==> src/rtl/core/mbd_pkg.sv <==
// ----------------------------------------------------------------------------
// mbd_pkg
// Shared types, codes and constants for the multi-button debouncer.
// ----------------------------------------------------------------------------
package mbd_pkg;

    localparam int PIN_W          = 7;
    localparam int IDX_W          = 3;
    localparam int OP_W           = 2;
    localparam int CFG_W          = 10;
    localparam int COUNT_W        = 8;
    localparam int S_DATA_W       = 16;
    localparam int S_USER_W       = 2;
    localparam int M_DATA_W       = 16;
    localparam int BUTTON_COUNT_DEF = 7;
    localparam int HOLD_WIDTH_DEF   = 10;

    localparam logic [CFG_W-1:0] DEBOUNCE_RESET = 10'd50;

    typedef enum logic [OP_W-1:0] {
        OP_TICK       = 2'd0,
        OP_READ_EDGE  = 2'd1,
        OP_READ_COUNT = 2'd2,
        OP_NONE       = 2'd3
    } op_t;

    typedef struct packed {
        logic tick;
        logic raw_pressed;
        logic clr_edge;
        logic clr_count;
    } lane_ctrl_t;

    typedef struct packed {
        logic               stable_next;
        logic               edge_flag;
        logic [COUNT_W-1:0] count;
    } lane_stat_t;

endpackage

==> src/rtl/core/mbd_lane.sv <==
// ----------------------------------------------------------------------------
// mbd_lane
// Debouncer for one button: candidate level, saturating hold counter,
// stable level, sticky press flag and wrapping press counter.
// ----------------------------------------------------------------------------
module mbd_lane #(
    parameter int HOLD_WIDTH = mbd_pkg::HOLD_WIDTH_DEF
) (
    input  logic                        clk,
    input  logic                        rst_n,
    input  mbd_pkg::lane_ctrl_t         ctrl,
    input  logic [mbd_pkg::CFG_W-1:0]   debounce_ms,
    output mbd_pkg::lane_stat_t         stat
);
    import mbd_pkg::*;

    localparam int CMP_W = (HOLD_WIDTH > CFG_W) ? HOLD_WIDTH : CFG_W;

    logic                  cand_reg, cand_next;
    logic                  stable_reg, stable_next;
    logic                  edge_reg, edge_next;
    logic [HOLD_WIDTH-1:0] hold_reg, hold_next;
    logic [COUNT_W-1:0]    count_reg, count_next;
    logic [HOLD_WIDTH-1:0] hold_eff;
    logic                  held_long;

    always_comb
    begin
        cand_next   = cand_reg;
        stable_next = stable_reg;
        edge_next   = edge_reg;
        hold_next   = hold_reg;
        count_next  = count_reg;
        hold_eff    = hold_reg;
        held_long   = 1'b0;
        if (ctrl.tick)
        begin
            if (ctrl.raw_pressed != cand_reg)
            begin
                hold_eff  = '0;
                cand_next = ctrl.raw_pressed;
            end
            held_long = CMP_W'(hold_eff) > CMP_W'(debounce_ms);
            if (held_long)
            begin
                if (ctrl.raw_pressed && !stable_reg)
                begin
                    stable_next = 1'b1;
                    edge_next   = 1'b1;
                    count_next  = count_reg + 8'd1;
                end
                else if (!ctrl.raw_pressed && stable_reg)
                begin
                    stable_next = 1'b0;
                end
            end
            hold_next = (&hold_eff) ? hold_eff : hold_eff + HOLD_WIDTH'(1);
        end
        if (ctrl.clr_edge)
        begin
            edge_next = 1'b0;
        end
        if (ctrl.clr_count)
        begin
            count_next = '0;
        end
    end

    always_ff @(posedge clk or negedge rst_n)
    begin
        if (!rst_n)
        begin
            cand_reg   <= 1'b0;
            stable_reg <= 1'b0;
            edge_reg   <= 1'b0;
            hold_reg   <= '0;
            count_reg  <= '0;
        end
        else
        begin
            cand_reg   <= cand_next;
            stable_reg <= stable_next;
            edge_reg   <= edge_next;
            hold_reg   <= hold_next;
            count_reg  <= count_next;
        end
    end

    assign stat.stable_next = stable_next;
    assign stat.edge_flag   = edge_reg;
    assign stat.count       = count_reg;

endmodule

==> src/rtl/core/mbd_merge.sv <==
// ----------------------------------------------------------------------------
// mbd_merge
// Gathers the lane results into one item and holds it in the output
// register until the sink takes it.
// ----------------------------------------------------------------------------
module mbd_merge #(
    parameter int BUTTON_COUNT = mbd_pkg::BUTTON_COUNT_DEF
) (
    input  logic                                clk,
    input  logic                                rst_n,
    input  logic                                accept,
    input  mbd_pkg::op_t                        op,
    input  logic [mbd_pkg::IDX_W-1:0]           button_index,
    input  mbd_pkg::lane_stat_t [BUTTON_COUNT-1:0] stats,
    output logic                                in_ready,
    output logic                                m_axis_tvalid,
    input  logic                                m_axis_tready,
    output logic [mbd_pkg::M_DATA_W-1:0]        m_axis_tdata
);
    import mbd_pkg::*;

    logic                valid_reg, valid_next;
    logic [M_DATA_W-1:0] data_reg;
    logic [PIN_W-1:0]    mask;
    logic                sel_edge;
    logic [COUNT_W-1:0]  sel_count;
    logic                edge_out;
    logic [COUNT_W-1:0]  count_out;

    always_comb
    begin
        mask      = '0;
        sel_edge  = 1'b0;
        sel_count = '0;
        for (int i = 0; i < BUTTON_COUNT; i++)
        begin
            mask[i] = stats[i].stable_next;
            if (button_index == IDX_W'(i))
            begin
                sel_edge  = stats[i].edge_flag;
                sel_count = stats[i].count;
            end
        end
        edge_out  = 1'b0;
        count_out = '0;
        case (op)
            OP_READ_EDGE:  edge_out  = sel_edge;
            OP_READ_COUNT: count_out = sel_count;
            default:
            begin
                edge_out  = 1'b0;
                count_out = '0;
            end
        endcase
    end

    assign in_ready   = !valid_reg || m_axis_tready;
    assign valid_next = accept ? 1'b1 : (m_axis_tready ? 1'b0 : valid_reg);

    always_ff @(posedge clk or negedge rst_n)
    begin
        if (!rst_n)
        begin
            valid_reg <= 1'b0;
        end
        else
        begin
            valid_reg <= valid_next;
        end
    end

    always_ff @(posedge clk)
    begin
        if (accept)
        begin
            data_reg <= {count_out, edge_out, mask};
        end
    end

    assign m_axis_tvalid = valid_reg;
    assign m_axis_tdata  = data_reg;

endmodule

==> src/rtl/core/multi_button_debouncer.sv <==
// ----------------------------------------------------------------------------
// multi_button_debouncer
// Debounces up to seven active-low buttons, one lane per button, with
// sticky press flags and press counters that read and clear per button.
//
// channel   direction  fields (low bit first)
// s_axis    in         tdata: pin_levels[6:0] button_index[9:7]; tuser: op[1:0]
// m_axis    out        tdata: stable_mask[6:0] edge_seen[7] press_total[15:8]
// cfg       in         cfg_wdata: debounce_ms[9:0], written when cfg_we is high
//
// one item per cycle while s_axis_tready is high; the lanes update in the
// accept cycle and the result sits in the output register from the next cycle on
// s_axis_tready drops only while a result is held and m_axis_tready is low
// reset clears all lanes, the output valid flag and sets debounce_ms to 50
// ----------------------------------------------------------------------------
module multi_button_debouncer #(
    parameter int BUTTON_COUNT = mbd_pkg::BUTTON_COUNT_DEF,
    parameter int HOLD_WIDTH   = mbd_pkg::HOLD_WIDTH_DEF
) (
    input  logic                          clk,
    input  logic                          rst_n,
    input  logic                          s_axis_tvalid,
    output logic                          s_axis_tready,
    input  logic [mbd_pkg::S_DATA_W-1:0]  s_axis_tdata,  // pin_levels, button_index
    input  logic [mbd_pkg::S_USER_W-1:0]  s_axis_tuser,  // op
    output logic                          m_axis_tvalid,
    input  logic                          m_axis_tready,
    output logic [mbd_pkg::M_DATA_W-1:0]  m_axis_tdata,  // stable_mask, edge_seen, press_total
    input  logic                          cfg_we,
    input  logic [mbd_pkg::CFG_W-1:0]     cfg_wdata
);
    import mbd_pkg::*;

    logic                   accept;
    logic                   in_ready;
    op_t                    op;
    logic [PIN_W-1:0]       pin_levels;
    logic [IDX_W-1:0]       button_index;
    logic [CFG_W-1:0]       debounce_reg;
    lane_ctrl_t [BUTTON_COUNT-1:0] ctrl;
    lane_stat_t [BUTTON_COUNT-1:0] stats;

    assign op           = op_t'(s_axis_tuser);
    assign pin_levels   = s_axis_tdata[PIN_W-1:0];
    assign button_index = s_axis_tdata[PIN_W+IDX_W-1:PIN_W];
    assign accept       = s_axis_tvalid && in_ready;
    assign s_axis_tready = in_ready;

    always_ff @(posedge clk or negedge rst_n)
    begin
        if (!rst_n)
        begin
            debounce_reg <= DEBOUNCE_RESET;
        end
        else if (cfg_we)
        begin
            debounce_reg <= cfg_wdata;
        end
    end

    for (genvar i = 0; i < BUTTON_COUNT; i++)
    begin : g_lane
        assign ctrl[i].tick        = accept && (op == OP_TICK);
        assign ctrl[i].raw_pressed = !pin_levels[i];
        assign ctrl[i].clr_edge    = accept && (op == OP_READ_EDGE)
                                     && (button_index == IDX_W'(i));
        assign ctrl[i].clr_count   = accept && (op == OP_READ_COUNT)
                                     && (button_index == IDX_W'(i));

        mbd_lane #(
            .HOLD_WIDTH (HOLD_WIDTH)
        ) u_lane (
            .clk         (clk),
            .rst_n       (rst_n),
            .ctrl        (ctrl[i]),
            .debounce_ms (debounce_reg),
            .stat        (stats[i])
        );
    end

    mbd_merge #(
        .BUTTON_COUNT (BUTTON_COUNT)
    ) u_merge (
        .clk           (clk),
        .rst_n         (rst_n),
        .accept        (accept),
        .op            (op),
        .button_index  (button_index),
        .stats         (stats),
        .in_ready      (in_ready),
        .m_axis_tvalid (m_axis_tvalid),
        .m_axis_tready (m_axis_tready),
        .m_axis_tdata  (m_axis_tdata)
    );

endmodule

==> config.mk <==
export PLATFORM = sky130hd
export DESIGN_NAME = multi_button_debouncer
export DESIGN_NICKNAME = d
export VERILOG_FILES = /design/src/rtl/core/mbd_pkg.sv /design/src/rtl/core/mbd_lane.sv /design/src/rtl/core/mbd_merge.sv /design/src/rtl/core/multi_button_debouncer.sv
export SDC_FILE = /design/constraint.sdc
export NUM_CORES = 1
export LEC_CHECK = 0
export BUFFER_PORTS_ARGS = -buffer_cell sky130_fd_sc_hd__buf_2
export CORE_UTILIZATION = 36
export CTS_CLUSTER_SIZE = 8
export DETAILED_ROUTE_END_ITERATION = 16
export PLACE_DENSITY_LB_ADDON = 0.3
export REMOVE_ABC_BUFFERS = 1
export SLEW_MARGIN = 20
export SYNTH_ARGS = -nofsm -noshare
export SYNTH_HDL_FRONTEND = slang
export SYNTH_SLANG_ARGS = --single-unit
==> constraint.sdc <==
create_clock -name clk -period 3.05 [get_ports clk]
set_clock_uncertainty 0.1 [all_clocks]
set_input_delay 0.915 -clock clk [delete_from_list [all_inputs] [get_ports clk]]
set_output_delay 0.915 -clock clk [all_outputs]
set_load 0.05 [all_outputs]
=== Word level (Yosys, flattened, before mapping) ===
Cells that the tools add are included.

* Register bits after elaboration: 174
* Bits of input ports: 33
* Output and inout port bits: 18
* Word-level logic and storage cells: 318

* $add $sub $neg: 14
* $lt $le $gt $ge: 7
* Eq/ne operators: 15
* Mux-type cells: 121
* Reductions and logical operators: 121

{| class="wikitable"
|+ Operator list
! operator !! count
|-
| two-way mux 8 bit || 35
|-
| two-way mux 10 bit || 21
|-
| nonzero test 2 bit || 43
|-
| adder 10 x 1 -> 10 bit, second input constant || 7
|-
| > comparator 10 bit || 7
|-
| AND reduction 10 bit || 7
|-
| two-way mux 1 bit || 65
|-
| adder 8 x 1 -> 8 bit, second input constant || 7
|-
| AND reduction 3 bit || 14
|-
| logical AND 1 bit || 32
|-
| zero test 1 bit || 15
|-
| AND reduction 2 bit || 7
|-
| == test 3 bit, second input constant || 3
|-
| != test 1 bit || 7
|-
| == test 3 x 2 -> 1 bit, second input constant || 2
|-
| == test 3 x 1 -> 1 bit, second input constant || 1
|-
| zero test 3 bit || 1
|-
| == test 2 x 1 -> 1 bit, second input constant || 1
|-
| == test 2 bit, second input constant || 1
|-
| zero test 2 bit || 1
|-
| logical OR 1 bit || 1
|}

=== Longest topological paths before layout ===
Gate-level depths: netlist (run 1).

* Depth in word-level cells: 9
* Depth in mapped cells: 13
* Gate-level depth less buffers: 11

=== By module ===
A second synthesis (run 1) with hierarchy kept.

* Cell total of the unflattened synthesis: 1373
* Area total of the unflattened synthesis: 12543.3 sq um

{| class="wikitable"
|+ By module, submodules not included
! module !! instances !! cells each !! area an instance (sq um) !! seq. area each (sq um)
|-
| mbd_lane at g_lane[0].u_lane ... || 6 || 172 || 1562.7 || 525.5
|-
| mbd_lane at g_lane[6].u_lane || 1 || 165 || 1460.2 || 525.5
|-
| mbd_merge || 1 || 124 || 1174.9 || 505.5
|-
| multi_button_debouncer || 1 || 52 || 531.8 || 254.0
|}

=== Worst setup path before layout (run 1) ===
OpenSTA, ideal clock, no wires.

* Path kind: in2reg
* Start: input s_axis_tdata[1] (netlist name)
* End: register u_merge.data_reg[1], in the netlist u_merge.m_axis_tdata[1] (data pin)
* Library setup time: 0.269 ns
* Data arrival time: 3.104 ns
* Data required time: 2.681 ns
* Path slack: -0.423 ns
* Cell stages on the path: 10
* Path buffers: 1
* Cell sequence: xor2_2 > buf_2 > and2_1 > ha_1 > and3_1 > a221o_1 > a221o_1 > nor2_2 > nor3_1 > mux2i_1

* Word-level cells in the longest chain between the ends: 7

{| class="wikitable"
|+ Ends and longest elaborated chain
! element !! line !! RTL
|-
| from (decl) || multi_button_debouncer.sv:24 || <nowiki>input logic [mbd_pkg::S_DATA_W-1:0] s_axis_tdata,</nowiki>
|-
| zero test 1 bit || multi_button_debouncer.sv:64 || <nowiki>assign ctrl[i].raw_pressed = !pin_levels[i];</nowiki>
|-
| != test 1 bit || mbd_lane.sv:38 || <nowiki>if (ctrl.raw_pressed != cand_reg)</nowiki>
|-
| two-way mux 10 bit || mbd_lane.sv:38 ||
|-
| two-way mux 10 bit || mbd_lane.sv:36 || <nowiki>if (ctrl.tick)</nowiki>
|-
| > comparator 10 bit || mbd_lane.sv:43 || <nowiki>held_long = CMP_W'(hold_eff) > CMP_W'(debounce_ms);</nowiki>
|-
| two-way mux 1 bit * || mbd_lane.sv:44 || <nowiki>if (held_long)</nowiki>
|-
| two-way mux 1 bit * || mbd_lane.sv:36 ||
|-
| via g_lane[1].u_lane.stable_next || mbd_lane.sv:20 || <nowiki>logic stable_reg, stable_next;</nowiki>
|-
| to (signal assigned) || mbd_merge.sv:76 || <nowiki>data_reg <= {count_out, edge_out, mask};</nowiki>
|-
| to (decl) || mbd_merge.sv:23 || <nowiki>logic [M_DATA_W-1:0] data_reg;</nowiki>
|}

The timed path passes the listed nets; every way through them passes the cells marked *. The select of a mux whose other input is x is not followed.
A chain may end at the register's enable or synchronous reset.

=== Worst setup path in the final report (run 1) ===
* Start: input s_axis_tdata[0] (netlist name)
* End: register g_lane[0].u_lane.count_reg[4]

* Word-level cells in the longest chain between the ends: 7

{| class="wikitable"
|+ Ends and longest elaborated chain
! element !! line !! RTL
|-
| zero test 1 bit * || multi_button_debouncer.sv:64 ||
|-
| != test 1 bit || mbd_lane.sv:38 ||
|-
| two-way mux 10 bit || mbd_lane.sv:38 ||
|-
| two-way mux 10 bit || mbd_lane.sv:36 ||
|-
| > comparator 10 bit || mbd_lane.sv:43 ||
|-
| nonzero test 2 bit (no line) || - ||
|-
| AND reduction 3 bit (no line) * || - ||
|-
| to (signal assigned) || mbd_lane.sv:85 || <nowiki>count_reg <= count_next;</nowiki>
|-
| to (decl) || mbd_lane.sv:23 || <nowiki>logic [COUNT_W-1:0] count_reg, count_next;</nowiki>
|}

Mark *: on every way between the ends. The rest lies on a longest branch, timed or not. The select of a mux whose other input is x is not followed.

==> metrics, run 1 <==
status=finished clean; most numerous cell in the Yosys netlist=dfrtp_1; clock buffer depth=2; Final Wtd Congestion=0.850; critical path class=primary input to register; largest family of logic cells by synthesized area=simple AND/OR/NAND/NOR gates; CP max FO=7; H-tree Lvls=4; # IOs=51; Initial DRC Count=764; setup TNS=0 ns; sequential cell area fraction in the yosys report=0.383; final-report max-slew violation count=0; Worst slew margin=0.549; diode count=0; Initial Util=0.366; adder-cell share of the synthesized area=0.0782; Antenna Nets Post-Route=0; Worst Hold Class=primary input to asynchronous set/reset pin; area leader, netlist=dfrtp_1; via count=10.6k; Distinct cells, synth=88; initial antenna violation count=0; final hold viol count=0; DR vias/cell=5.59; Synth top cells by count=dfrtp_1 (155), nand2_1 (136), o21ai_0 (113); Power Density=454 mW/mm^2; drt drc=0; maxcap violations=0; chip height=181 microns; Mean Syn Cell Area=8.72 sq um; Hold WS=0.329 ns; crit share post-route=0.988; Max Freq=332 MHz; FFs w/ async S/R, synth=0.908; CP Data Arrival Time=3.27 ns; post-synthesis compound-gate area fraction=0.208; CP required=3.31 ns; RSZ-0062 raised after global routing=true; largest net degree at the start of global routing=50; final-stage net count=1591; Leakage=6.33 nW; VDD IR max=0.429 mV; clock buffer count from CTS=17; clk_lat worst skew=0.45 ns; reg2reg start=g_lane[0].u_lane.cand_reg; setup violators final=0; Sink Count=174; Rows=65; Cell Area, Synth=0.0116 sq mm; crit start category=primary input; mux share of post-synthesis cell area=0.0328; synth top area cells=dfrtp_1 (33%), ha_1 (7.6%), o21ai_0 (4.9%), nand2_1 (4.4%), a21oi_1 (4.4%); total wire length=32.5 mm; pre-CTS setup slack=-0.601 ns; top_reg_cell synth=dfrtp_1; clk root buf=clkbuf_16; post-route setup slack=0.0379 ns; HPWL after DPL=23.3 mm; Fill cells=2999; drt first pass iters=5; gr usage total=0.197; first-pass GRT wire length=51.9 mm; Crit. End Element=register; vias in the first global route=10.1k; area delta synth->final=25.5%; Post-Synth XOR/XNOR Area=0.0283; layout cells sized above 1=0.243; grt total ovfl=0; Port-buffer cells=44; cells after synthesis=1329; EDFF count, synth=16; post-layout min period=3.01 ns; clock-pin slew on the worst setup and hold paths=0.08 ns; Crit. Startpoint=s_axis_tdata[0]; Ys Warns=0; Placeable Area=0.0316 sq mm; Die ar.=0.0329 sq mm; WL per Instance=17.1 microns; top cell type's share of synthesized area=0.335; die width=181 microns; flops & latches, synth=174; CTS tree=yes; max reg flops=70; worst-margin pin slew=0.676 ns; Synth Area in Simple Gates=0.231
[routing by layer]
| layer | vias up | routed length, microns | track usage |
|---|---|---|---|
| met5 | - | 0 | 0 |
| met3 | 40 | 1540 | 0.0261 |
| li1 | 5177 | - | - |
| met2 | 274 | 14600 | 0.305 |
| met4 | 0 | 565 | 0.0563 |
| met1 | 5146 | 15800 | 0.285 |
[critical path, stage by stage]
cell	delay [ns]
buf_8	0.11
xor2_4	0.20
buf_6	0.14
and2_4	0.16
ha_4	0.26
nand2_2	0.05
a311oi_2	0.30
a21boi_2	0.26
a31oi_4	0.20
a211o_1	0.35
or2_1	0.21
a21oi_1	0.12
[final cells by class]
class	instances	area [sq um]	share of cell area
timing repair buffer	203	1540	0.106
clock inverter	12	161	0.0111
multi-input combinational	1043	7280	0.500
sequential	174	4440	0.305
tap	402	503	0.0346
inverter	49	184	0.0126
clock buffer	20	447	0.0307
[logic make-up after synthesis]
kind of cell | Yosys count
AOI/OAI and AO/OA | 380
xor gates and xnor gates | 34
adders and majority gates | 73
buffers and inverters | 112
DFF | 174
muxes | 37
and+or+nand+nor | 519
[timing repair]
action,in CTS,in global routing
gates resized for setup,18,106
endpoints found under the setup margin,21,64
buffers inserted,3,11
hold buffers,0,0
pin swaps,10,43
gates cloned,0,1
[worst paths after layout]
check / endpoint / slack, ns / cells after the start
min: g_lane[3].u_lane.hold_reg[6] / 0.33 / 1
max: g_lane[0].u_lane.count_reg[4] / 0.04 / 12
min in group clk: g_lane[3].u_lane.count_reg[7] / 0.38 / 1
min reg2reg: g_lane[3].u_lane.count_reg[7] / 0.38 / 1
max in group asynchronous: debounce_reg[4] / 1.82 / 2
max reg2reg: g_lane[0].u_lane.count_reg[4] / 0.15 / 11
[power by group]
group          leakage (nW)  switching (W)  internal, W
sequential             2.25       0.000174      0.00252
combinational          3.78       0.000878     0.000704
clock                 0.295        0.00100      0.00132
[metrics by stage]
stage	cell area (sq um)	total power, W	utilization	cells
6_report	14500	0.00660	0.460	1903
5_1_grt	14500	0.00694	0.460	1903
4_1_cts	14000	0.00651	0.441	1892
3_5_place_dp	13200	0.00415	0.418	1858
3_3_place_gp	13200	0.00411	0.418	1858
2_1_floorplan	11300	0.00349	-	1266
[cells in the final DEF, fill, tap and decap left out, types with 8 or more instances in the layout]
| cell type | n |
|---|---|
| o31ai_1 | 18 |
| and2_1 | 39 |
| clkbuf_16 | 18 |
| and2_4 | 11 |
| o21a_1 | 10 |
| and3_1 | 24 |
| a22o_1 | 13 |
| buf_2 | 41 |
| nand4_1 | 33 |
| xnor2_1 | 21 |
| nand3_1 | 59 |
| or3_1 | 12 |
| inv_1 | 47 |
| ha_1 | 58 |
| mux2_2 | 8 |
| buf_4 | 148 |
| nand2_1 | 131 |
| a21o_1 | 22 |
| nor3_1 | 15 |
| dfrtp_1 | 155 |
| o21ai_0 | 109 |
| a31oi_1 | 21 |
| nor2b_1 | 13 |
| a21oi_2 | 9 |
| xor2_1 | 8 |
| nor2_1 | 88 |
| nand2b_1 | 16 |
| a21oi_1 | 92 |
| edfxtp_1 | 16 |
| mux2i_1 | 29 |
| ha_4 | 9 |
(Power assumes the default switching activity.)
==> run 2: changes to the inputs <==
clock period = 3.2 ns   (was 3.05 ns; I/O delays follow)
==> run 2 against run 1 <==
Net effect:
- wire length is 0.28% lower
- via count is 0.27% lower
- first-iteration DRC count is 2.5% lower
- die area stayed put
- utilization is 1.6 points lower
- clock power is 3% lower
- clock-buffer cell count is 1 higher
- sequential cell count stayed put
- worst setup slack worse by 0.024 ns
- power is 5.5% lower
- sequential share of layout area is 1.1 points higher
- largest power group unchanged
==> metrics, run 2 (same netlist as run 1, synthesis figures left out) <==
largest net degree at the start of global routing=59; setup TNS=0 ns; CP Data Arrival Time=3.25 ns; clock-pin slew on the worst setup and hold paths=0.07 ns; gr usage total=0.200; Rows=65; crit start category=primary input; Hold WS=0.381 ns; clk_lat worst skew=0.44 ns; Power Density=444 mW/mm^2; Port-buffer cells=44; chip height=181 microns; Worst Hold Class=register to register; Worst slew margin=0.537; Antenna Nets Post-Route=0; grt total ovfl=0; CTS tree=yes; Die ar.=0.0329 sq mm; hold_buf cts=0; drt first pass iters=7; Pwr Total=0.00623 W; Initial DRC Count=745; crit share post-route=0.996; WL per Instance=17.2 microns; final hold viol count=0; setup violators final=0; most frequent cells in the layout=dfrtp_1 (155), buf_4 (139), nand2_1 (136), o21ai_0 (111), a21oi_1 (98); Crit. End Element=register; critical path class=primary input to register; area delta synth->final=21.2%; clock buffer count from CTS=17; H-tree Lvls=4; final-stage net count=1577; commonest non-fill, non-tap cell in the layout=dfrtp_1; layout cells sized above 1=0.198; via count=10.6k; clock buffer depth=2; final-report max-slew violation count=0; drt drc=0; CP max FO=8; maxcap violations=0; initial antenna violation count=1; Initial Util=0.366; Leakage=6.24 nW; Final Non-Filler Cells=1889; # IOs=51; VDD IR max=0.391 mV; vias in the first global route=10.2k; Sink Count=174; total wire length=32.5 mm; CP required=3.27 ns; diode count=0; Final Wtd Congestion=0.862; Post-Layout Inst Area=0.0141 sq mm; Max Freq=314 MHz; Placeable Area=0.0316 sq mm; max reg flops=70; first-pass GRT wire length=52.7 mm; post-layout min period=3.19 ns; DR vias/cell=5.62; status=finished clean; clk root buf=clkbuf_16; die width=181 microns; placed cell area=0.0132 sq mm; worst-margin pin slew=0.694 ns; placed cells=1854; HPWL after DPL=23.2 mm
[run 2: path summary, 6_finish.rpt]
kind / from / slack, ns / to / cells after the start
setup / recovery: s_axis_tdata[4] / 0.01 / u_merge.m_axis_tdata[4] / 11
hold / removal: g_lane[3].u_lane.count_reg[7] / 0.38 / g_lane[3].u_lane.count_reg[7] / 1
setup reg to reg: g_lane[4].u_lane.cand_reg / 0.20 / u_merge.m_axis_tdata[4] / 10
hold reg to reg: g_lane[3].u_lane.count_reg[7] / 0.38 / g_lane[3].u_lane.count_reg[7] / 1
max in group asynchronous: rst_n / 1.78 / g_lane[3].u_lane.cand_reg / 2
min in group asynchronous: rst_n / 0.42 / g_lane[0].u_lane.hold_reg[7] / 1
[run 2: metal layers]
layer / GRT usage / wire length (microns) / part of all wire / vias to the layer above
li1: - / - / - / 5145
met1: 0.288 / 15800 / 0.49 / 5170
met2: 0.309 / 14400 / 0.44 / 250
met3: 0.0311 / 1620 / 0.050 / 43
met4: 0.0600 / 610 / 0.019 / 0
met5: 0 / 0 / 0 / -
[run 2: power by group]
part / leakage (nW) / switching (W) / total [W] / internal (W)
clock: 0.308 / 0.000949 / 0.00226 / 0.00131
combinational: 3.68 / 0.000799 / 0.00141 / 0.000607
sequential: 2.25 / 0.000168 / 0.00257 / 0.00240
total: 6.24 / 0.00192 / 0.00623 / 0.00432
[run 2: what timing repair did]
action | 4_1_cts | 5_1_grt
gates cloned | 0 | 1
gates resized for setup | 1 | 37
buffers inserted | 0 | 3
pin swaps | 1 | 12
setup endpoints to repair | 5 | 40
[run 2: final cells by class]
class                           count  area [sq um]
Fill cell                        3042         17600
Multi-Input combinational cell   1044          6930
Sequential cell                   174          4440
Timing Repair Buffer              188          1370
Tap cell                          402           503
Clock buffer                       21           472
Inverter                           49           184
Clock inverter                     11           150
[run 2: per-stage QoR]
stage	setup slack, ns	utilization
4_1_cts	0.0502	0.437
5_1_grt	-0.0900	0.444
2_1_floorplan	-2.14	-
3_5_place_dp	-0.531	0.417
3_3_place_gp	-0.434	0.417
6_report	0.0142	0.444
[run 2: worst max-delay path, stage by stage]
cell,delay [ns]
buf_2,0.11
xor2_1,0.13
buf_4,0.16
and2_1,0.16
ha_1,0.28
and4_1,0.29
nand2_1,0.18
o32ai_4,0.40
a211oi_4,0.12
o31ai_1,0.30
o41ai_2,0.14
